`src/rtl/core/mvs_ram.sv`:
```
// ----------------------------------------------------------------------------
// mvs_ram
// Simple dual-port RAM: one write port, one read port with registered data.
// ----------------------------------------------------------------------------
module mvs_ram #(
	parameter int WIDTH = 8,
	parameter int DEPTH = 64,
	localparam int AW = (DEPTH > 1) ? $clog2(DEPTH) : 1
) (
	input  logic             clk,
	input  logic             we,
	input  logic [AW-1:0]    waddr,
	input  logic [WIDTH-1:0] wdata,
	input  logic [AW-1:0]    raddr,
	output logic [WIDTH-1:0] rdata
);

	logic [WIDTH-1:0] mem_q [DEPTH];

	always_ff @(posedge clk) begin
		if (we) begin
			mem_q[waddr] <= wdata;
		end
		rdata <= mem_q[raddr];
	end

endmodule

```
`config.mk`:
```
export PLATFORM = sky130hd
export DESIGN_NAME = mvs_ram
export DESIGN_NICKNAME = d
export VERILOG_FILES = /design/src/rtl/core/mvs_ram.sv
export SDC_FILE = /design/constraint.sdc
export NUM_CORES = 1
export LEC_CHECK = 0
export BUFFER_PORTS_ARGS = -buffer_cell sky130_fd_sc_hd__buf_2
export CORE_MARGIN = 3
export CORE_UTILIZATION = 70
export CTS_BUF_LIST = sky130_fd_sc_hd__clkbuf_4 sky130_fd_sc_hd__clkbuf_8
export DETAILED_ROUTE_END_ITERATION = 7
export PLACE_DENSITY = 0.84
export SYNTH_ARGS = -nofsm -noshare
export SYNTH_HDL_FRONTEND = slang
export SYNTH_SLANG_ARGS = --single-unit
```
`constraint.sdc`:
```
create_clock -name clk -period 3.1 [get_ports clk]
set_input_delay 0.62 -clock clk [delete_from_list [all_inputs] [get_ports clk]]
set_output_delay 0.62 -clock clk [all_outputs]
set_load 0.02 [all_outputs]
```
-- After elaboration in Yosys (flattened, before gate mapping)
Memory sizes are Yosys's and may differ from the RTL's. A register that Yosys moved wholly into a read port is not among the register bits.
Index checks and enable logic that the tools add are counted.
- muxes and demuxes: 2
- operators by type and width (kind ; number):
    $mux 1 ; 2
- output and inout port bits: 8
- bits in registers: 0
- word-level logic and storage cells: 3
- input port bits: 22
- RAM bits: 512
- memories kept: 1
- memories (name ; words ; width ; rd ports ; clocked after memory_dff ; write ports ; line ; text):
    mem_q ; 64 ; 8 ; 1 ; 1 ; 1 ; 18 ; logic [WIDTH-1:0] mem_q [DEPTH];

-- Longest topological paths before layout
- word-level depth: 2
- mapped depth: 9

-- Worst setup path before layout
No wires, ideal clock.
- kind: input to register
- from: input port raddr[1]
- to: register rdata[3] (read register of mem_q)
- cell stages on the path: 7
- setup time: 0.128 ns
- path slack: 0.812 ns
- buffers on the path: 3
- data arrival time: 2.160 ns
- path through: buf_4 -> buf_2 -> buf_2 -> mux4_2 -> mux4_2 -> o21ai_1 -> o41ai_1
- RTL lines (what ; line ; text):
    from (decl) ; 14 ; input logic [AW-1:0] raddr,
    to (decl) ; 15 ; output logic [WIDTH-1:0] rdata

==> impl_metrics.yaml <==
cts:
  clk_latency_ps: 590
  cts_resized: 0
  cts_sinks: 520
  clk_path_buf_depth: 3
  post_cts.repair.setup_buffers: 0
  cts_hold_buf: 0
  htree_levels: 3
  clkTransAtPathRegs_ps: 70
  cts_tree: "yes"
  cts_buffers: 76
  cts_root_buf: "clkbuf_8"
sta:
  max_slew_margin_pct: 19.9
  tns_ps: 0
  fmax_mhz: 433
  period_share_pct: 74.5
  hold_viol: 0
  min_period_ps: 2310
  clock_skew_ps: 12.8
  worstMarginPinSlew_ps: 1200
  grt_setup_unrepaired: "no"
  final-max-slew-violation-count: 0
  setup_viol: 0
logic_synthesis:
  ys_async_sr_fraction_pct: 0
  synth_nets: 962
  yosysWarnings: 0
  yosys.area.top_type: "edfxtp_1"
  yosysTopAreaCellShare_pct: 76.2
  synth_cell_type_count: 40
  synthCells: 940
  ys_ff_latch: 520
  synth_ff_type: "edfxtp_1"
  ys_seq_area_share_pct: 77.0
  synth.avg_cell_area_um2: 21.5
  netlist_top_cells_area: "edfxtp_1 (76%), mux4_2 (14%), nor2_1 (1.5%)"
  synth_edf_count: 512
  synth_area_um2: 20200
grt:
  grt_pass1_wl_um: 69600
  grt_pass1_vias: 10700
  grtUsageTotal_pct: 31.3
  antenna_found_initial: 1
  grt_max_degree: 65
  grt_overflow: 0
die:
  die_h_um: 176
  core_um2: 28100
  rows: 61
  io-pin-count: 30
  start_util_pct: 71.8
  dieArea_um2: 30900
  die_w_um: 176
final_layout:
  stdcell_count: 1531
  area.growth.synth_to_final_pct: 12.7
  seq_area_um2: 15500
  fill_cells: 1290
  final_common_cell: "edfxtp_1"
  multiInputGateArea_um2: 4320
  mostFrequentLayoutCells: "edfxtp_1 (512), mux4_2 (126), buf_4 (97)"
  final_nets: 1120
  antenna_cells: 0
  drive_gt1_share_pct: 33.6
place:
  dp_hpwl_um: 28400
  globalplace.congestion: 0.861
  port_buffers: 29
  post-place-cells: 1398
setup_path:
  cpPeakStageDelay_ps: 610
  crit_required_ps: 3570
  arrival_ps: 2780
  cp_max_fo: 28
  critPathCaptureType: "register"
  cp_cell_sequence: "clkbuf_8 > buf_4 > mux4_2 > a2111oi_0 > buf_4 > o41ai_1"
  slowest_stage: "a2111oi_0"
  crit_type: "input port to register"
  cpMostUsedCell: "buf_4"
  worst_setup_path_start_kind: "input port"
  ff2ff_setup_slack_ps: 1010
detailed_routing:
  drt.antenna.violating_nets: 0
  drc: 0
  wire_per_inst_um: 30.0
  first_pass_iters: 5
  via_per_inst: 6.90
  vias: 10600
  initialDrtViolationCount: 1651
  wirelength_um: 45900
pwr:
  power_density_nw_per_um2: 600
  peakVddDrop_uv: 497
  p_leak_nw: 7.37
run:
  drv_cap: 0
run_status:
  status: "completed"
hold_path:
  hp-class: "input port to register"
==> kinds of logic after synthesis <==
group,after synthesis,synth area share [%]
buffers and inverters,51,1.57
muxes,162,15.9
DFF,520,77.0
AOI/OAI and AO/OA,54,2.07
and+or+nand+nor,153,3.39
==> worst max-delay path, delay by kind of cell <==
| family | cells | cell delay (ps) |
|---|---|---|
| AOI/OAI and AO/OA | 2 | 670 |
| buffers and inverters | 3 | 880 |
| muxes | 1 | 590 |
==> Yosys cell counts (8+ instances only) <==
| cell | instances |
|---|---|
| clkbuf_1 | 17 |
| nor2b_1 | 14 |
| nand3_1 | 13 |
| mux2_2 | 13 |
| mux4_2 | 126 |
| dfxtp_1 | 8 |
| edfxtp_1 | 512 |
| buf_4 | 13 |
| nor2_1 | 83 |
| mux2i_1 | 23 |
| nand2_1 | 19 |
| o221ai_1 | 8 |
| buf_2 | 11 |
| o22ai_1 | 8 |
==> area by class of cell <==
cell class                      instances  share of cell area (%)
Sequential cell                       520                    68.4
Multi-Input combinational cell        369                    19.0
Clock buffer                          100                    5.40
Clock inverter                         33                   0.699
Timing Repair Buffer                  131                    4.46
Tap cell                              378                    2.08
==> per-layer routing <==
metal	wire length, µm	vias to the layer above	GRT usage, %	share of wire (%)
met5	13	-	0	0.028
met1	16300	5359	44.2	36
met4	1760	2	10.9	3.8
li1	-	4241	-	-
met3	5120	142	6.94	11
met2	22700	819	49.9	49
==> state kept, by name, summed over array words and instances, names as in the netlist <==
register,cells
rdata,8
mem_q,512
==> stage by stage <==
step / util (%) / total power, mW / hold slack [ps] / setup slack (ps) / cell area, µm²
after detailed placement: 76.0 / 8.71 / 846 / 235 / 21300
after global routing: 80.9 / 14.0 / 451 / 620 / 22700
after global placement: 76.0 / 8.67 / 832 / 287 / 21300
after CTS: 80.9 / 13.7 / 432 / 765 / 22700
after floorplan: - / 8.37 / 718 / 812 / 20200
final: 80.9 / 13.6 / 477 / 790 / 22700
==> where the power goes <==
group / internal (mW) / total [mW] / switching (mW) / leakage [nW]
logic: 0.294 / 0.766 / 0.472 / 1.96
registers: 7.78 / 7.81 / 0.0272 / 4.67
clock network: 2.59 / 5.06 / 2.47 / 0.738
total: 10.7 / 13.6 / 2.97 / 7.37
==> worst paths after layout <==
check	startpoint	to	cells past startpoint
max	raddr[0]	rdata[5]	6
min	raddr[5]	rdata[1]	3
max reg2reg	mem_q[21][6]	rdata[6]	5
min reg2reg	mem_q[18][1]	rdata[1]	4
Note: power is estimated with default switching activity, not from simulation.
