$ cat config.mk
export PLATFORM = sky130hd
export DESIGN_NAME = mvs_engine
export DESIGN_NICKNAME = d
export VERILOG_FILES = /design/src/rtl/core/mvs_engine.sv
export SDC_FILE = /design/constraint.sdc
export NUM_CORES = 2
export LEC_CHECK = 0
export BUFFER_PORTS_ARGS = -buffer_cell sky130_fd_sc_hd__clkbuf_2
export CAP_MARGIN = 20
export CORE_ASPECT_RATIO = 0.6
export CORE_MARGIN = 5
export CORE_UTILIZATION = 61
export CTS_CLUSTER_SIZE = 10
export DETAILED_ROUTE_END_ITERATION = 7
export PLACE_DENSITY_LB_ADDON = 0.3
export SETUP_SLACK_MARGIN = 0.1
export SYNTH_ARGS = -nofsm -noshare
export SYNTH_HDL_FRONTEND = slang
export SYNTH_SLANG_ARGS = --single-unit
$ cat constraint.sdc
create_clock -name clk -period 13.71 [get_ports clk]
set_input_delay 2.742 -clock clk [delete_from_list [all_inputs] [get_ports clk]]
set_output_delay 2.742 -clock clk [all_outputs]
set_load 0.005 [all_outputs]
$ cat src/rtl/core/mvs_engine.sv
// ----------------------------------------------------------------------------
// mvs_engine
// Bit-serial statistics unit: shift-add products, restoring divides and a
// digit-by-digit square root for one group of samples.
// ----------------------------------------------------------------------------
module mvs_engine #(
	parameter int SAMPLE_BITS = 16,
	parameter int CNT_W = 13,
	localparam int SUM_W = SAMPLE_BITS + CNT_W,
	localparam int SQ_W = 2 * SAMPLE_BITS - 1 + CNT_W,
	localparam int VAR_W = 2 * SAMPLE_BITS - 1
) (
	input  logic                    clk,
	input  logic                    arst_n,
	input  logic                    start,
	input  logic [CNT_W-1:0]        n_in,
	input  logic signed [SUM_W-1:0] sum_in,
	input  logic [SQ_W-1:0]         sq_in,
	output logic                    done,
	output logic [SAMPLE_BITS-1:0]  avg,
	output logic [VAR_W-1:0]        var_o,
	output logic [SAMPLE_BITS-1:0]  dev
);

	localparam int PROD_W = 2 * SUM_W;
	localparam int NN_W   = 2 * CNT_W;
	localparam int SR_W   = SAMPLE_BITS + 4;
	localparam int CTR_W  = $clog2(PROD_W + 1);

	localparam logic [2:0] P_IDLE = 3'd0;
	localparam logic [2:0] P_MUL  = 3'd1;
	localparam logic [2:0] P_SUB  = 3'd2;
	localparam logic [2:0] P_DIV  = 3'd3;
	localparam logic [2:0] P_SQRT = 3'd4;
	localparam logic [2:0] P_DONE = 3'd5;

	logic [2:0]       phase_q;
	logic [CTR_W-1:0] ctr_q;

	logic                   neg_q;
	logic [CNT_W-1:0]       n_q;
	logic [SUM_W-1:0]       dm_q;
	logic [CNT_W:0]         mrem_q;
	logic [SUM_W-1:0]       mq_q;
	logic [CNT_W-1:0]       mul_n_q;
	logic [PROD_W-1:0]      sq_sh_q;
	logic [PROD_W-1:0]      acc_a_q;
	logic [SUM_W-1:0]       mb_q;
	logic [PROD_W-1:0]      m_sh_q;
	logic [PROD_W-1:0]      acc_b_q;
	logic [NN_W-1:0]        nn_sh_q;
	logic [NN_W-1:0]        nn_q;
	logic [PROD_W-1:0]      dd_q;
	logic [NN_W:0]          vrem_q;
	logic [VAR_W-1:0]       vq_q;
	logic [2*SAMPLE_BITS-1:0] sv_q;
	logic [SR_W-1:0]        srem_q;
	logic [SAMPLE_BITS-1:0] root_q;
	logic [SAMPLE_BITS-1:0] avg_q;

	logic [SUM_W-1:0] mag;
	logic [CNT_W:0]   m_trial;
	logic             m_ge;
	logic [NN_W:0]    v_trial;
	logic             v_ge;
	logic [SR_W-1:0]  s_t;
	logic [SR_W-1:0]  s_trial;
	logic             s_ge;
	logic [SUM_W-1:0] mean_full;
	logic             last_step;

	assign mag = sum_in[SUM_W-1] ? SUM_W'(0) - SUM_W'(unsigned'(sum_in))
		: SUM_W'(unsigned'(sum_in));

	assign m_trial = {mrem_q[CNT_W-1:0], dm_q[SUM_W-1]};
	assign m_ge    = m_trial >= {1'b0, n_q};
	assign v_trial = {vrem_q[NN_W-1:0], dd_q[PROD_W-1]};
	assign v_ge    = v_trial >= {1'b0, nn_q};
	assign s_t     = {srem_q[SR_W-3:0], sv_q[2*SAMPLE_BITS-1 -: 2]};
	assign s_trial = SR_W'({root_q, 2'b01});
	assign s_ge    = s_t >= s_trial;

	// floor for negative sums: round the magnitude quotient up
	assign mean_full = neg_q ? SUM_W'(0) - (mq_q + SUM_W'(mrem_q != '0)) : mq_q;

	always_comb begin
		case (phase_q)
			P_MUL:   last_step = ctr_q == CTR_W'(SUM_W - 1);
			P_DIV:   last_step = ctr_q == CTR_W'(PROD_W - 1);
			P_SQRT:  last_step = ctr_q == CTR_W'(SAMPLE_BITS - 1);
			default: last_step = 1'b0;
		endcase
	end

	always_ff @(posedge clk or negedge arst_n) begin
		if (!arst_n) begin
			phase_q <= P_IDLE;
			ctr_q   <= '0;
		end else if (start) begin
			phase_q <= P_MUL;
			ctr_q   <= '0;
		end else begin
			case (phase_q)
				P_MUL, P_DIV, P_SQRT: begin
					ctr_q <= last_step ? '0 : ctr_q + 1'b1;
					if (last_step) begin
						phase_q <= phase_q == P_MUL ? P_SUB
							: (phase_q == P_DIV ? P_SQRT : P_DONE);
					end
				end
				P_SUB:   phase_q <= P_DIV;
				default: phase_q <= phase_q;
			endcase
		end
	end

	always_ff @(posedge clk) begin
		if (start) begin
			neg_q   <= sum_in[SUM_W-1];
			n_q     <= n_in;
			dm_q    <= mag;
			mrem_q  <= '0;
			mq_q    <= '0;
			mul_n_q <= n_in;
			sq_sh_q <= PROD_W'(sq_in);
			acc_a_q <= '0;
			mb_q    <= mag;
			m_sh_q  <= PROD_W'(mag);
			acc_b_q <= '0;
			nn_sh_q <= NN_W'(n_in);
			nn_q    <= '0;
		end else begin
			case (phase_q)
				P_MUL: begin
					if (mul_n_q[0]) begin
						acc_a_q <= acc_a_q + sq_sh_q;
						nn_q    <= nn_q + nn_sh_q;
					end
					if (mb_q[0]) begin
						acc_b_q <= acc_b_q + m_sh_q;
					end
					mul_n_q <= mul_n_q >> 1;
					sq_sh_q <= sq_sh_q << 1;
					nn_sh_q <= nn_sh_q << 1;
					mb_q    <= mb_q >> 1;
					m_sh_q  <= m_sh_q << 1;
					mrem_q  <= m_ge ? m_trial - {1'b0, n_q} : m_trial;
					mq_q    <= {mq_q[SUM_W-2:0], m_ge};
					dm_q    <= dm_q << 1;
				end
				P_SUB: begin
					dd_q   <= acc_a_q > acc_b_q ? acc_a_q - acc_b_q : '0;
					avg_q  <= SAMPLE_BITS'(mean_full);
					vrem_q <= '0;
					vq_q   <= '0;
				end
				P_DIV: begin
					vrem_q <= v_ge ? v_trial - {1'b0, nn_q} : v_trial;
					vq_q   <= {vq_q[VAR_W-2:0], v_ge};
					dd_q   <= dd_q << 1;
					if (last_step) begin
						sv_q   <= {1'b0, vq_q[VAR_W-2:0], v_ge};
						srem_q <= '0;
						root_q <= '0;
					end
				end
				P_SQRT: begin
					srem_q <= s_ge ? s_t - s_trial : s_t;
					root_q <= {root_q[SAMPLE_BITS-2:0], s_ge};
					sv_q   <= sv_q << 2;
				end
				default: begin
				end
			endcase
		end
	end

	assign done  = phase_q == P_DONE;
	assign avg   = avg_q;
	assign var_o = vq_q;
	assign dev   = root_q;

endmodule

# --- Yosys cells after proc, flatten, opt, wreduce, memory -nomap -nowiden ---
# Index checks and enable logic that the tools add are counted.
word_totals:
  output_inout_bits: 64
  n_memories: 0
  latch_bits: 0
  ram_bits: 0
  mem_bits_ro: 0
  ff_bits: 605
  in_bits: 89
op_classes:
  bitwise: 1
  magnitude_cmp: 4
  multipliers: 0
  div: 0
  shifts: 0
  n_addsub: 11
  eq_ne: 10
  n_mux: 36
  n_reduce_logical: 13
op_table:
  columns: ["operator", "n"]
  rows:
  - ["29-bit two-way mux", 7]
  - ["58-bit adder", 2]
  - ["58-bit one-hot mux with 2 select lines", 1]
  - ["44-bit two-way mux", 2]
  - ["32-bit one-hot mux with 2 select lines", 1]
  - ["31-bit one-hot mux with 2 select lines", 1]
  - ["58-bit greater-than comparator", 1]
  - ["58-bit two-way mux", 1]
  - ["58-bit subtractor", 1]
  - ["13-bit two-way mux", 4]
  - ["26-bit one-hot mux with 2 select lines", 1]
  - ["18-bit two-way mux", 2]
  - ["18-bit one-hot mux with 2 select lines", 1]
  - ["16-bit two-way mux", 2]
  - ["32-bit two-way mux", 1]
  - ["16-bit one-hot mux with 2 select lines", 1]
  - ["1-bit by 29-bit subtractor with 29-bit output (first input constant)", 1]
  - ["27-bit by 26-bit greater-or-equal comparator with 1-bit output", 1]
  - ["26-bit adder", 1]
  - ["26-bit two-way mux", 1]
  - ["26-bit subtractor", 1]
  - ["20-bit by 18-bit greater-or-equal comparator with 1-bit output", 1]
  - ["6-bit two-way mux", 3]
  - ["18-bit subtractor", 1]
  - ["25 further kinds", 36]

# --- Depth between registers and ports, before layout ---
logic_depth:
  depth_word: 6
  ltp_mapped: 18
  depth_no_buf: 18

# --- Least setup slack after synthesis ---
# OpenSTA, ideal clock, no wires.
synth_timing:
  path_type: "input -> register"
  startpoint: "input start"
  endpoint: "register avg_q[0] (netlist: avg[0]), enable pin"
  slack_ns: 6.619
  t_required_ns: 13.320
  arrival_ns: 6.701
  setup_ns: 0.390
  n_path_buf: 1
  stages: 4
  path_cell_list: "clkbuf_1 inv_1 and3_1 nor2b_1"
synth_via:
  elab_chain_cells: 2
synth_rtl:
  columns: ["element", "line_no", "source"]
  rows:
  - ["start, declared", "15", "input logic start,"]
  - ["1-bit NOT (no source line)", null, null]
  - ["2-bit AND reduction (no source line)", null, null]
  - ["end signal, assigned", "153", "avg_q <= SAMPLE_BITS'(mean_full);"]
  - ["end, declared", "59", "logic [SAMPLE_BITS-1:0] avg_q;"]
# No other way between the ends.
# A chain may end at the register's enable or synchronous reset.

# --- Final worst setup path ---
layout_timing:
  startpoint: "input start"
  endpoint: "register avg_q[6] (netlist: avg[6]), enable pin"
# The elaborated chain is that of the path after synthesis.

==> metrics <==
total of hold buffers inserted after clock tree synthesis 0; Primary FF master, synth sky130_fd_sc_hd__edfxtp_1; Leak Pwr 17.1 nW; average size of a mapped cell 8.85 µm²; Clock Latency Late Sink 610 ps; type of the worst setup path in -> reg; synth warn 0; Finished Core Util 67.3%; cell breakdown of the critical path buf_8, inv_1, buf_4, and3_4, buf_4, nor2b_1, buf_4; H-Tree Depth 3; clock edge transition at the registers on the reported setup and hold paths 60 ps; Die Outline Area 65700 µm²; number of flops mapped to enable cells by yosys 339; post-synth top area share 27.6%; number of clock sinks 576; Vert. Die Dim 201 µm; maximum fanout count along the critical path 105; violation count after the first detailed-route iteration 3445; horizontal die dimension 328 µm; number of failing hold endpoints at the final stage 0; Overall Global Routing Usage 28.1%; data required time at the worst endpoint 13990 ps; length of the first detailed-routing pass in iterations 8; global-route wire length before repair 155000 µm; count of input and output buffers 152; standard-cell row count 69; maximum count of clock buffers along a single path 3; number of unique standard cell types used by synthesis 86; final cycle utilization of the critical path 39.4%; area added between synthesis and finish 8.60%; reported max-cap violation count 0; fmax 0.185 GHz; transition time at the pin with the least slew margin 1150 ps; worst stage delay on the critical path 840 ps; summed instance area of the synthesized netlist 36900 µm²; CTS tree done; DP HPWL 69100 µm; class of the most critical hold timing path reg -> reg; IR drop worst, VDD 0.103 mV; setup repair after global routing missed its margin false; number of DRC violations after detailed routing 0; number of buffers and inverters on the critical path 5; average wire per cell in the routed design 19.0 µm; number of standard cells after synthesis 4172; CP max-delay cell sky130_fd_sc_hd__buf_4; via count 31400; Post-Route Skew 21.3 ps; share of cells above drive strength 1 7.95%; Inserted Clock Buffers 67; Synth top cells by count 637 x sky130_fd_sc_hd__nand2_1, 445 x sky130_fd_sc_hd__a21oi_1, 339 x sky130_fd_sc_hd__edfxtp_1, 273 x sky130_fd_sc_hd__ha_1, 261 x sky130_fd_sc_hd__inv_1; number of global-route vias before repair 28800; initial core utilization 62.0%; cell area reported after detailed placement 38100 µm²; share of synthesized area occupied by flip-flops and latches 40.5%; setup repair bufs after CTS 0; initial antenna violation count 5; final worst path period need 5410 ps; number of non-filler instances in the completed layout 5047; weighted congestion at the end of routability-driven global placement 0.973; final WL 95700 µm; most frequently used cell type in the post-synthesis netlist sky130_fd_sc_hd__nand2_1; post-synth top area cell sky130_fd_sc_hd__edfxtp_1; total negative slack for setup checks 0 ps; average vias per placed instance 6.23; flip-flop and latch count after synthesis 576; design area 40100 µm²; relative max-transition margin 22.4%; register-to-register setup slack 8980 ps; Overflow after GRT 0; number of endpoints failing setup at the final stage 0; pwr dens 154 nW/µm²; type of element capturing the critical path flop; IO Pins 153; outcome finished clean; Post-CTS Resized 0; net count of the finished layout 4585; CP most frequent cell sky130_fd_sc_hd__buf_4; Inst Count DP 4929; arrival time reported for the critical path endpoint 5690 ps; Std-Cell Core Area 59600 µm²; Hold Worst Slack 465 ps; critical path startpoint category input pin; share of flip-flops with an asynchronous set or reset after synthesis 1.56%; max-slew violation total from the final report 0; cells taking the most area after synthesis sky130_fd_sc_hd__edfxtp_1 28%, sky130_fd_sc_hd__dfxtp_1 12%, sky130_fd_sc_hd__ha_1 9.2%, sky130_fd_sc_hd__nand2_1 6.5%, sky130_fd_sc_hd__a21oi_1 6.0%; total nets after synthesis 4540; largest net degree at the start of global routing 168; Ant. Diodes 0; kind of cell adding the most delay to the critical path buffers and inverters; residual antenna-violating net count after detailed routing 0; root buffer cell sky130_fd_sc_hd__clkbuf_16
flip-flops by register name (all words and copies together) (netlist names), 3 cells and up:
name / count
acc_a_q: 58
acc_b_q: 58
avg: 16
ctr_q: 6
dd_q: 58
dev: 16
m_sh_q: 57
mb_q: 29
mq_q: 16
mrem_q: 14
mul_n_q: 13
n_q: 13
nn_q: 26
nn_sh_q: 26
phase_q: 3
sq_sh_q: 58
srem_q: 18
sv_q: 32
var_o: 31
vrem_q: 26
cell usage in the layout (no fill, tap or decap), types with 46 or more instances in the layout:
cell	synthesis	layout
sky130_fd_sc_hd__a211oi_1	48	48
sky130_fd_sc_hd__dfxtp_1	228	228
sky130_fd_sc_hd__o21a_1	68	68
sky130_fd_sc_hd__a21o_1	153	153
sky130_fd_sc_hd__ha_1	273	273
sky130_fd_sc_hd__and3_1	60	59
sky130_fd_sc_hd__a22o_1	56	56
sky130_fd_sc_hd__clkbuf_16	0	71
sky130_fd_sc_hd__o21ai_0	197	197
sky130_fd_sc_hd__edfxtp_1	339	339
sky130_fd_sc_hd__mux2_2	46	46
sky130_fd_sc_hd__xor2_1	85	85
sky130_fd_sc_hd__xnor2_1	151	151
sky130_fd_sc_hd__clkbuf_2	0	151
sky130_fd_sc_hd__nand2_1	637	634
sky130_fd_sc_hd__nor3_1	52	51
sky130_fd_sc_hd__inv_1	261	261
sky130_fd_sc_hd__nand4_1	64	64
sky130_fd_sc_hd__a21oi_1	445	445
sky130_fd_sc_hd__nor2_1	252	251
tightest hold or removal path: cells and delay by family, from the launching register on:
| kind | cells | cell delay, ps |
|---|---|---|
| AO/OA/AOI/OAI | 1 | 50 |
| flip-flops | 1 | 310 |
| AND/OR/NAND/NOR | 1 | 60 |
stage by stage:
| step | worst slack, ps | power (mW) |
|---|---|---|
| 6_report | 8300 | 6.17 |
| 4_1_cts | 8310 | 6.14 |
| 2_1_floorplan | 6620 | 3.94 |
| 5_1_grt | 8150 | 6.53 |
| 3_3_place_gp | 7730 | 4.40 |
| 3_5_place_dp | 7690 | 4.45 |
where the power goes:
part           switching, mW  internal [mW]
sequential             0.107           2.02
combinational           1.38          0.996
clock                  0.707          0.964
total                   2.20           3.97
per-layer routing:
metal / wire length, µm / GRT usage (%) / vias up / part of all wire (%)
li1: - / - / 15100 / -
met1: 47200 / 45.5 / 14900 / 49
met2: 38400 / 39.1 / 1259 / 40
met3: 8370 / 5.04 / 129 / 8.7
met4: 1650 / 5.48 / 6 / 1.7
met5: 42 / 0 / - / 0.044
worst paths after layout:
path,to,depth (start not counted),from
hold reg to reg,mq_q[1],2,mq_q[0]
setup / recovery,avg[6],7,start
setup reg to reg,avg[15],17,mrem_q[0]
max in group asynchronous,ctr_q[3],1,arst_n
min in group asynchronous,ctr_q[5],1,arst_n
hold / removal,mq_q[1],2,mq_q[0]
cell families (layout without fill, tap and decap cells):
| family | Yosys count | count (layout) | synth area share (%) |
|---|---|---|---|
| buffers and inverters | 464 | 558 | 4.83 |
| AND/OR/NAND/NOR | 1277 | 1277 | 15.5 |
| XOR/XNOR | 236 | 236 | 5.60 |
| adder cells (fa/ha/maj) | 279 | 279 | 9.57 |
| flip-flops | 576 | 576 | 40.5 |
| AO/OA/AOI/OAI | 1257 | 1257 | 21.5 |
| multiplexers | 83 | 83 | 2.41 |
cell type report:
class                           instances  area (µm²)
Multi-Input combinational cell       3132       20200
Fill cell                            4819       19500
Sequential cell                       576       15000
Clock buffer                          117        1960
Timing Repair Buffer                  179         982
Inverter                              261         980
Tap cell                              781         977
Clock inverter                          1        8.76
Note: power is estimated with default switching activity, not from simulation.
